File: config.mk
export PLATFORM = sky130hd
export DESIGN_NAME = i2c_temp_sensor_register_file_core
export DESIGN_NICKNAME = d
export VERILOG_FILES = /design/src/rtl/i2cts_pkg.sv /design/src/rtl/i2cts_reg_core.sv /design/src/rtl/i2c_temp_sensor_register_file_core.sv
export SDC_FILE = /design/constraint.sdc
export NUM_CORES = 1
export LEC_CHECK = 0
export BUFFER_PORTS_ARGS = -buffer_cell sky130_fd_sc_hd__buf_2
export CELL_PAD_IN_SITES_DETAIL_PLACEMENT = 0
export CELL_PAD_IN_SITES_GLOBAL_PLACEMENT = 1
export CORE_MARGIN = 2
export CORE_UTILIZATION = 40
export DETAILED_ROUTE_END_ITERATION = 10
export PLACE_DENSITY = 0.71
export SLEW_MARGIN = 30
export SYNTH_ARGS = -nofsm -noshare
export SYNTH_HDL_FRONTEND = slang
export SYNTH_SLANG_ARGS = --single-unit
File: constraint.sdc
create_clock -name clk -period 3.1 [get_ports clk]
set_clock_uncertainty 0.05 [all_clocks]
set_input_delay 0.31 -clock clk [delete_from_list [all_inputs] [get_ports clk]]
set_output_delay 0.31 -clock clk [all_outputs]
set_load 0.005 [all_outputs]
File: src/rtl/i2cts_pkg.sv
// ----------------------------------------------------------------------------
// i2cts_pkg: shared types and constants of the temperature sensor registers
// Command codes, register map addresses, ID values and the item and result
// structs that pass between the pipeline and the register core.
// ----------------------------------------------------------------------------
`default_nettype none

package i2cts_pkg;

	// Largest channel count the register map can address
	localparam int MAX_SENSORS_DEF = 4;

	// Fixed ID registers, reset value of the high limits and the read fill byte
	localparam logic [7:0] ID_THREE    = 8'h21;
	localparam logic [7:0] ID_FOUR     = 8'h25;
	localparam logic [7:0] MAKER_ID    = 8'h5D;
	localparam logic [7:0] REV_ID      = 8'h04;
	localparam logic [7:0] LIMIT_RESET = 8'h55;
	localparam logic [7:0] READ_FILL   = 8'hFF;

	// Pointer values of the ID registers
	localparam logic [7:0] ADDR_DEV_ID   = 8'hFD;
	localparam logic [7:0] ADDR_MAKER_ID = 8'hFE;
	localparam logic [7:0] ADDR_REV_ID   = 8'hFF;

	// Sensor counts of the two parts
	localparam logic [2:0] COUNT_THREE = 3'd3;
	localparam logic [2:0] COUNT_FOUR  = 3'd4;

	typedef enum logic [2:0] {
		CMD_START_RX = 3'd0,
		CMD_EVENT    = 3'd1,
		CMD_WRITE    = 3'd2,
		CMD_READ     = 3'd3,
		CMD_SET_TEMP = 3'd4
	} cmd_t;

	typedef struct packed {
		logic [2:0] command;
		logic [7:0] byte_value;
		logic [2:0] sensor_index;
		logic [7:0] temp_degrees;
	} item_t;

	typedef struct packed {
		logic [7:0] read_byte;
		logic       index_error;
	} result_t;

	// Register map: temperature of each channel (read only)
	function automatic logic [7:0] temp_addr(input logic [1:0] ch);
		logic [7:0] a;
		case (ch)
			2'd0:    a = 8'h00;
			2'd1:    a = 8'h01;
			2'd2:    a = 8'h23;
			default: a = 8'h2A;
		endcase
		return a;
	endfunction

	// Register map: high limit of each channel
	function automatic logic [7:0] high_addr(input logic [1:0] ch);
		logic [7:0] a;
		case (ch)
			2'd0:    a = 8'h05;
			2'd1:    a = 8'h07;
			2'd2:    a = 8'h15;
			default: a = 8'h2C;
		endcase
		return a;
	endfunction

	// Register map: low limit of each channel
	function automatic logic [7:0] low_addr(input logic [1:0] ch);
		logic [7:0] a;
		case (ch)
			2'd0:    a = 8'h06;
			2'd1:    a = 8'h08;
			2'd2:    a = 8'h16;
			default: a = 8'h2D;
		endcase
		return a;
	endfunction

endpackage

`default_nettype wire

File: src/rtl/i2cts_reg_core.sv
// ----------------------------------------------------------------------------
// i2cts_reg_core: register state and item decode
// Holds pointer, transfer flag, read latch, temperatures and limits, and
// works out the result of the item sitting in the input register.
// ----------------------------------------------------------------------------
`default_nettype none

module i2cts_reg_core
	import i2cts_pkg::*;
#(
	parameter int MAX_SENSORS = MAX_SENSORS_DEF
) (
	input  wire logic    clk,
	input  wire logic    arst_n,
	input  wire logic    cfg_we,
	input  wire logic    cfg_wdata,
	input  wire logic    fire,
	input  wire item_t   item,
	output result_t      res
);

	logic       variant_q;
	logic [7:0] reg_pointer_q;
	logic       byte_seen_q;
	logic [7:0] read_latch_q;
	logic [7:0] temps_q [MAX_SENSORS];
	logic [7:0] lows_q  [MAX_SENSORS];
	logic [7:0] highs_q [MAX_SENSORS];

	logic [7:0] fetch_val;
	logic [2:0] sensor_cnt;
	logic       idx_bad;
	logic       high_hit [MAX_SENSORS];
	logic       low_hit  [MAX_SENSORS];
	logic       store_hit;
	cmd_t       cmd;

	assign cmd = cmd_t'(item.command);

	// Sensor count of the part, capped at the built channel count
	always_comb begin
		sensor_cnt = variant_q ? COUNT_FOUR : COUNT_THREE;
		if (sensor_cnt > 3'(MAX_SENSORS)) begin
			sensor_cnt = 3'(MAX_SENSORS);
		end
	end

	assign idx_bad = (item.sensor_index >= sensor_cnt);

	// Register read at the current pointer; unmapped reads as zero
	always_comb begin
		fetch_val = '0;
		if (reg_pointer_q == ADDR_DEV_ID) begin
			fetch_val = variant_q ? ID_FOUR : ID_THREE;
		end else if (reg_pointer_q == ADDR_MAKER_ID) begin
			fetch_val = MAKER_ID;
		end else if (reg_pointer_q == ADDR_REV_ID) begin
			fetch_val = REV_ID;
		end else begin
			for (int i = 0; i < MAX_SENSORS; i++) begin
				if (reg_pointer_q == temp_addr(2'(i))) fetch_val = temps_q[i];
				if (reg_pointer_q == high_addr(2'(i))) fetch_val = highs_q[i];
				if (reg_pointer_q == low_addr(2'(i)))  fetch_val = lows_q[i];
			end
		end
	end

	// Limit register hits for a data byte
	always_comb begin
		store_hit = 1'b0;
		for (int i = 0; i < MAX_SENSORS; i++) begin
			high_hit[i] = (reg_pointer_q == high_addr(2'(i)));
			low_hit[i]  = (reg_pointer_q == low_addr(2'(i)));
			store_hit   = store_hit | high_hit[i] | low_hit[i];
		end
	end

	// Result of the item
	always_comb begin
		res = '0;
		unique case (cmd)
			CMD_READ:     res.read_byte   = byte_seen_q ? READ_FILL : read_latch_q;
			CMD_SET_TEMP: res.index_error = idx_bad;
			default:      res = '0;
		endcase
	end

	// Configuration register
	always_ff @(posedge clk or negedge arst_n) begin
		if (!arst_n) begin
			variant_q <= 1'b1;
		end else if (cfg_we) begin
			variant_q <= cfg_wdata;
		end
	end

	// Bus state update
	always_ff @(posedge clk or negedge arst_n) begin
		if (!arst_n) begin
			reg_pointer_q <= '0;
			byte_seen_q   <= 1'b0;
			read_latch_q  <= '0;
		end else if (fire) begin
			unique case (cmd)
				CMD_START_RX: begin
					read_latch_q <= fetch_val;
					byte_seen_q  <= 1'b0;
				end
				CMD_EVENT: begin
					byte_seen_q <= 1'b0;
				end
				CMD_WRITE: begin
					if (!byte_seen_q) begin
						reg_pointer_q <= item.byte_value;
						byte_seen_q   <= 1'b1;
					end else begin
						read_latch_q <= store_hit ? item.byte_value : 8'h00;
					end
				end
				CMD_READ: begin
					byte_seen_q <= 1'b1;
				end
				default: begin
				end
			endcase
		end
	end

	// Per-channel temperature and limit registers
	for (genvar g = 0; g < MAX_SENSORS; g++) begin : g_chan
		always_ff @(posedge clk or negedge arst_n) begin
			if (!arst_n) begin
				temps_q[g] <= '0;
				lows_q[g]  <= '0;
				highs_q[g] <= LIMIT_RESET;
			end else if (fire) begin
				if (cmd == CMD_SET_TEMP && !idx_bad && item.sensor_index == 3'(g)) begin
					temps_q[g] <= item.temp_degrees;
				end
				if (cmd == CMD_WRITE && byte_seen_q && high_hit[g]) begin
					highs_q[g] <= item.byte_value;
				end
				if (cmd == CMD_WRITE && byte_seen_q && low_hit[g]) begin
					lows_q[g] <= item.byte_value;
				end
			end
		end
	end

	// A start-receive ends the transfer
	a_start_clears: assert property (@(posedge clk) disable iff (!arst_n)
		fire && cmd == CMD_START_RX |=> !byte_seen_q)
		else $error("transfer flag survives start-receive");

	// Any moved byte opens the transfer
	a_byte_sets: assert property (@(posedge clk) disable iff (!arst_n)
		fire && (cmd == CMD_WRITE || cmd == CMD_READ) |=> byte_seen_q)
		else $error("transfer flag not set after byte");

	// Only a temperature update can flag an index error
	a_err_cmd: assert property (@(posedge clk) disable iff (!arst_n)
		res.index_error |-> cmd == CMD_SET_TEMP)
		else $error("index error on wrong command");

endmodule

`default_nettype wire

File: src/rtl/i2c_temp_sensor_register_file_core.sv
// ----------------------------------------------------------------------------
// i2c_temp_sensor_register_file_core: temperature sensor target registers
// Input register, register core and result register of the I2C target's
// register file; one result item for every input item.
// ----------------------------------------------------------------------------
//  channel | direction | handshake           | payload
//  in      | in        | in_valid / in_stall | command, byte_value,
//          |           |                     | sensor_index, temp_degrees
//  out     | out       | out_valid/out_stall | read_byte, index_error
//  cfg     | in        | cfg_we              | cfg_wdata (variant)
//
// One item per cycle while out_stall is low; each item passes the input
// register, then decode and state update into the result register.
// Reset puts the variant at the four-sensor part and clears the valid bits
// and the register state, high limits at 0x55.
// in_stall rises only when both the input and the result register hold an
// item and out_stall is high.
// ----------------------------------------------------------------------------
`default_nettype none

module i2c_temp_sensor_register_file_core
	import i2cts_pkg::*;
#(
	parameter int MAX_SENSORS = MAX_SENSORS_DEF
) (
	input  wire logic       clk,
	input  wire logic       arst_n,
	input  wire logic       cfg_we,
	input  wire logic       cfg_wdata,
	input  wire logic       in_valid,
	output logic            in_stall,
	input  wire logic [2:0] command,
	input  wire logic [7:0] byte_value,
	input  wire logic [2:0] sensor_index,
	input  wire logic [7:0] temp_degrees,
	output logic            out_valid,
	input  wire logic       out_stall,
	output logic [7:0]      read_byte,
	output logic            index_error
);

	logic    valid_s1;
	item_t   item_s1;
	logic    valid_s2;
	result_t res_s2;
	result_t res_c;
	logic    advance;
	logic    take_in;
	logic    fire;

	// Handshake and pipeline advance
	assign advance  = !valid_s2 || !out_stall;
	assign in_stall = valid_s1 && !advance;
	assign take_in  = in_valid && !in_stall;
	assign fire     = valid_s1 && advance;

	// Input register
	always_ff @(posedge clk or negedge arst_n) begin
		if (!arst_n) begin
			valid_s1 <= 1'b0;
		end else if (!in_stall) begin
			valid_s1 <= in_valid;
		end
	end

	always_ff @(posedge clk) begin
		if (take_in) begin
			item_s1 <= '{command: command, byte_value: byte_value,
				sensor_index: sensor_index, temp_degrees: temp_degrees};
		end
	end

	i2cts_reg_core #(
		.MAX_SENSORS (MAX_SENSORS)
	) u_core (
		.clk       (clk),
		.arst_n    (arst_n),
		.cfg_we    (cfg_we),
		.cfg_wdata (cfg_wdata),
		.fire      (fire),
		.item      (item_s1),
		.res       (res_c)
	);

	// Result register
	always_ff @(posedge clk or negedge arst_n) begin
		if (!arst_n) begin
			valid_s2 <= 1'b0;
		end else if (advance) begin
			valid_s2 <= valid_s1;
		end
	end

	always_ff @(posedge clk) begin
		if (fire) begin
			res_s2 <= res_c;
		end
	end

	assign out_valid   = valid_s2;
	assign read_byte   = res_s2.read_byte;
	assign index_error = res_s2.index_error;

	// Stall back to the input only with both registers full
	a_stall_full: assert property (@(posedge clk) disable iff (!arst_n)
		in_stall |-> valid_s1 && valid_s2 && out_stall)
		else $error("input stalled with room in the pipeline");

	// A held input item is not lost
	a_s1_held: assert property (@(posedge clk) disable iff (!arst_n)
		valid_s1 && !advance |=> valid_s1 && $stable(item_s1))
		else $error("input register dropped a stalled item");

	// A result carries at most one kind of answer
	a_one_answer: assert property (@(posedge clk) disable iff (!arst_n)
		valid_s2 |-> !(index_error && read_byte != 8'h00))
		else $error("read byte and index error together");

	// Every item processed reaches the result register
	a_fire_lands: assert property (@(posedge clk) disable iff (!arst_n)
		fire |=> valid_s2)
		else $error("processed item missing from result register");

endmodule

`default_nettype wire

==> impl_metrics.yaml <==
outcome:
  status: "complete, no violations"
finish:
  diodes: 0
  num-fill-cells: 1582
  nets: 720
  drive_gt1_frac: 0.352
  syn_to_final_growth_pct: 19.2
worst_setup_path:
  cp_max_fo: 8
  cp_num_buf_inv: 1
  rr_worst_depth: 8
  end_kind: "flip-flop"
  worstPathRequired_ns: 3.36
  critPathLaunchType: "flip-flop"
  max_stage_delay_ns: 0.57
  worst_path_max_delay_cell: "dfstp_2"
  cpLargestDelayFamily: "simple AND/OR/NAND/NOR gates"
  r2r-end: "u_core.temps_q[17]"
  critical_path_class: "reg2reg"
  reg2reg_slack_ns: 0.16
  cp.arrival_ns: 3.20
  r2r_start: "u_core.variant_q"
  path_cells: "inv_1, ha_1, nand2b_1, a21o_1, a21o_1, or4_4, or3_4, mux2_4"
  path_common_cell: "a21o_1"
synthesis:
  synth-seq-cells: 147
  synth_top_family_by_area: "multiplexers"
  ys_warn_count: 0
  synth-main-ff-cell: "dfrtp_1"
  ys_seq_area_frac: 0.532
  yosysTopAreaCell: "dfrtp_1"
  yosys.area_share.adder: 0.00518
  synth_xor_xnor_area_share: 0
  synthDominantCellAreaShare: 0.342
  syn-cell-area_mm2: 0.00725
  synth_edf_count: 31
  synth_area_leaders: "dfrtp_1, mux2_2, edfxtp_1, dfstp_2, mux2_4"
  synth.avg_cell_area_um2: 11.8
  syn_inst: 613
  synth_mux_area_frac: 0.168
  synth_simple_gate_area_frac: 0.134
  synth_compound_area_frac: 0.130
  synth_fp_nets: 644
  synthArstFlopShare: 0.789
  synth_cell_type_count: 79
global_routing:
  antenna_found_initial: 0
  use_met1: 0.311
  grt_util_met2: 0.355
  grt_pass1_vias: 5480
  track_usage: 0.229
  grt_use_met3: 0.0611
  grt_remaining_overflow: 0
  grt_pass1_wl_um: 33300
  grt_max_degree: 62
  grt_most_used_layer: "met2"
cts:
  cts_buffers: 17
  cts_num_sinks: 147
  root_buffer: "clkbuf_16"
  clock_latency_ns: 0.43
  cts.clk_slew.worst_paths_ns: 0.06
  htree_levels: 4
  cts_buffer_depth: 2
  cts_tree: "done"
power:
  p_leak_nw: 3.73
  power_density_mw_per_mm2: 683
  ir_drop_mv: 0.428
  p_total_mw: 5.90
die:
  start_util: 0.406
  core_area_mm2: 0.0178
  dieArea_mm2: 0.0192
  io_pins: 39
  die_w_um: 139
  die_h_um: 139
  num_rows: 49
place:
  hpwl_um: 15600
  io_buffers: 38
  gp_congestion: 0.944
timing:
  setup_viol: 0
  grt_setup_unrepaired: "no"
  fin_tns_setup_ns: 0
  fin_crit_sh: 0.949
  fin_crit_ns: 2.94
  maxSlewViolCount: 0
  worst_pin_slew_ns: 0.851
  fmax_ghz: 0.340
  slew_headroom: 0.433
  hold_viol: 0
route:
  drtAntennaViolNets: 0
  num_vias: 5442
  drt_pre_antenna_iters: 6
  drc: 0
  viasPerCell: 5.85
  first_iter_violations: 447
  wl_per_cell_um: 23.0
  routed_wl_um: 21400
hold_path:
  hold_class: "in2reg"
  min_from: "cfg_we"
  min_to: "u_core.variant_q"
  whs_path_depth: 2
run:
  cap_violations: 0
[power by group]
group / internal (mW) / leakage, nW / total (mW) / switching (mW)
combinational: 0.565 / 1.63 / 1.39 / 0.825
clock: 1.21 / 0.283 / 2.05 / 0.848
sequential: 2.18 / 1.81 / 2.46 / 0.279
[worst register-to-register path: cells and delay by family, from the launching register on]
family / cells / cell delay, ns
and+or+nand+nor: 3 / 1.11
DFF: 1 / 0.57
AOI/OAI and AO/OA: 2 / 0.40
muxes: 1 / 0.33
adders and majority gates: 1 / 0.28
buffers and inverters: 1 / 0.09
[how the worst max path moves through the flow]
| stage | to | slack (ns) | from | cells past startpoint |
|---|---|---|---|---|
| CTS | u_core.temps_q[20] | 0.005 | u_core.variant_q | 8 |
| global route | u_core.temps_q[9] | 0.06 | u_core.variant_q | 8 |
| detailed placement | u_core.temps_q[17] | 0.03 | u_core.variant_q | 8 |
| finish | u_core.temps_q[17] | 0.16 | u_core.variant_q | 8 |
| global placement | u_core.temps_q[22] | 0.14 | u_core.variant_q | 8 |
| floorplan | u_core.temps_q[16] | 0.38 | u_core.variant_q | 9 |
[synthesized netlist by cell type (4+ instances only)]
library cell / n
dfrtp_1: 99
mux2_2: 86
nor2_1: 42
nand2_1: 37
o21ai_0: 32
edfxtp_1: 31
a21oi_1: 26
clkbuf_1: 19
dfstp_2: 17
mux2_4: 16
nor3_1: 16
nand3_1: 11
o211ai_1: 11
buf_2: 9
a221oi_1: 8
nand2b_1: 8
inv_1: 7
nor2b_1: 7
o22ai_1: 7
a211oi_1: 6
and2_1: 6
and3_1: 6
nor3_2: 5
a21o_1: 4
a22oi_1: 4
buf_1: 4
buf_6: 4
nor4_1: 4
[state kept, by name, indices dropped and copies added, names as in the netlist]
signal and count:
u_core.highs_q 32, u_core.read_latch_q 8, u_core.temps_q 32, read_byte 8
index_error 1, item_s1 22, valid_s1 1, u_core.lows_q 32
out_valid 1, u_core.byte_seen_q 1, u_core.reg_pointer_q 8, u_core.variant_q 1
[final cells by class]
class | instances | area (um^2) | share of cell area
timing repair buffer | 96 | 696 | 0.0805
clock buffer | 20 | 478 | 0.0553
sequential | 147 | 3850 | 0.446
tap | 229 | 287 | 0.0331
inverter | 8 | 30.0 | 0.00347
multi-input combinational | 419 | 3180 | 0.368
clock inverter | 12 | 118 | 0.0136
[repair_timing]
action,in CTS,in global routing
setup buffers,0,0
resized for setup,0,1
hold buffers,20,2
setup endpoints to repair,0,8
hold endpoints to repair,69,2
[layout by cell type (no fill, tap or decap), drive strengths merged, types with 4 or more instances in the layout]
| master | instances |
|---|---|
| edfxtp | 31 |
| a21oi | 26 |
| a22oi | 4 |
| clkbuf | 20 |
| o22ai | 7 |
| clkinv | 4 |
| and3 | 6 |
| a211oi | 6 |
| buf | 74 |
| nand2 | 37 |
| nor2b | 7 |
| inv | 12 |
| or4 | 4 |
| a221oi | 8 |
| nand2b | 8 |
| dfstp | 17 |
| and2 | 7 |
| dlygate4sd3 | 22 |
| nor4 | 5 |
| o21ai | 33 |
| nand3 | 12 |
| nor3 | 22 |
| nor2 | 45 |
| mux2 | 102 |
| a21o | 4 |
| dfrtp | 99 |
| o211ai | 11 |
[routing by layer]
layer  share of wire  vias up  routed length, um
met3           0.064       41               1370
met2            0.47      219              10000
met1            0.44     2718               9480
li1                -     2464                  -
met4           0.027        0                583
met5               0        -                  0
[logic make-up (layout without fill, tap and decap cells)]
logic type | count (synthesis) | count (layout)
buffers and inverters | 47 | 136
AO/OA/AOI/OAI | 137 | 137
AND/OR/NAND/NOR | 176 | 176
adder cells (fa/ha/maj) | 3 | 3
multiplexers | 103 | 103
flip-flops | 147 | 147
[metrics by stage]
step	setup slack (ns)	instance area [um^2]	cells	util	hold slack, ns
2_1_floorplan	0.375	7250	613	-	-0.0356
5_1_grt	0.0564	8640	931	0.484	0.00234
3_5_place_dp	0.0315	7820	877	0.438	0.400
3_3_place_gp	0.143	7820	877	0.438	0.401
4_1_cts	0.00536	8620	929	0.483	0.000276
6_report	0.157	8640	931	0.484	0.0157
(Power assumes the default switching activity.)
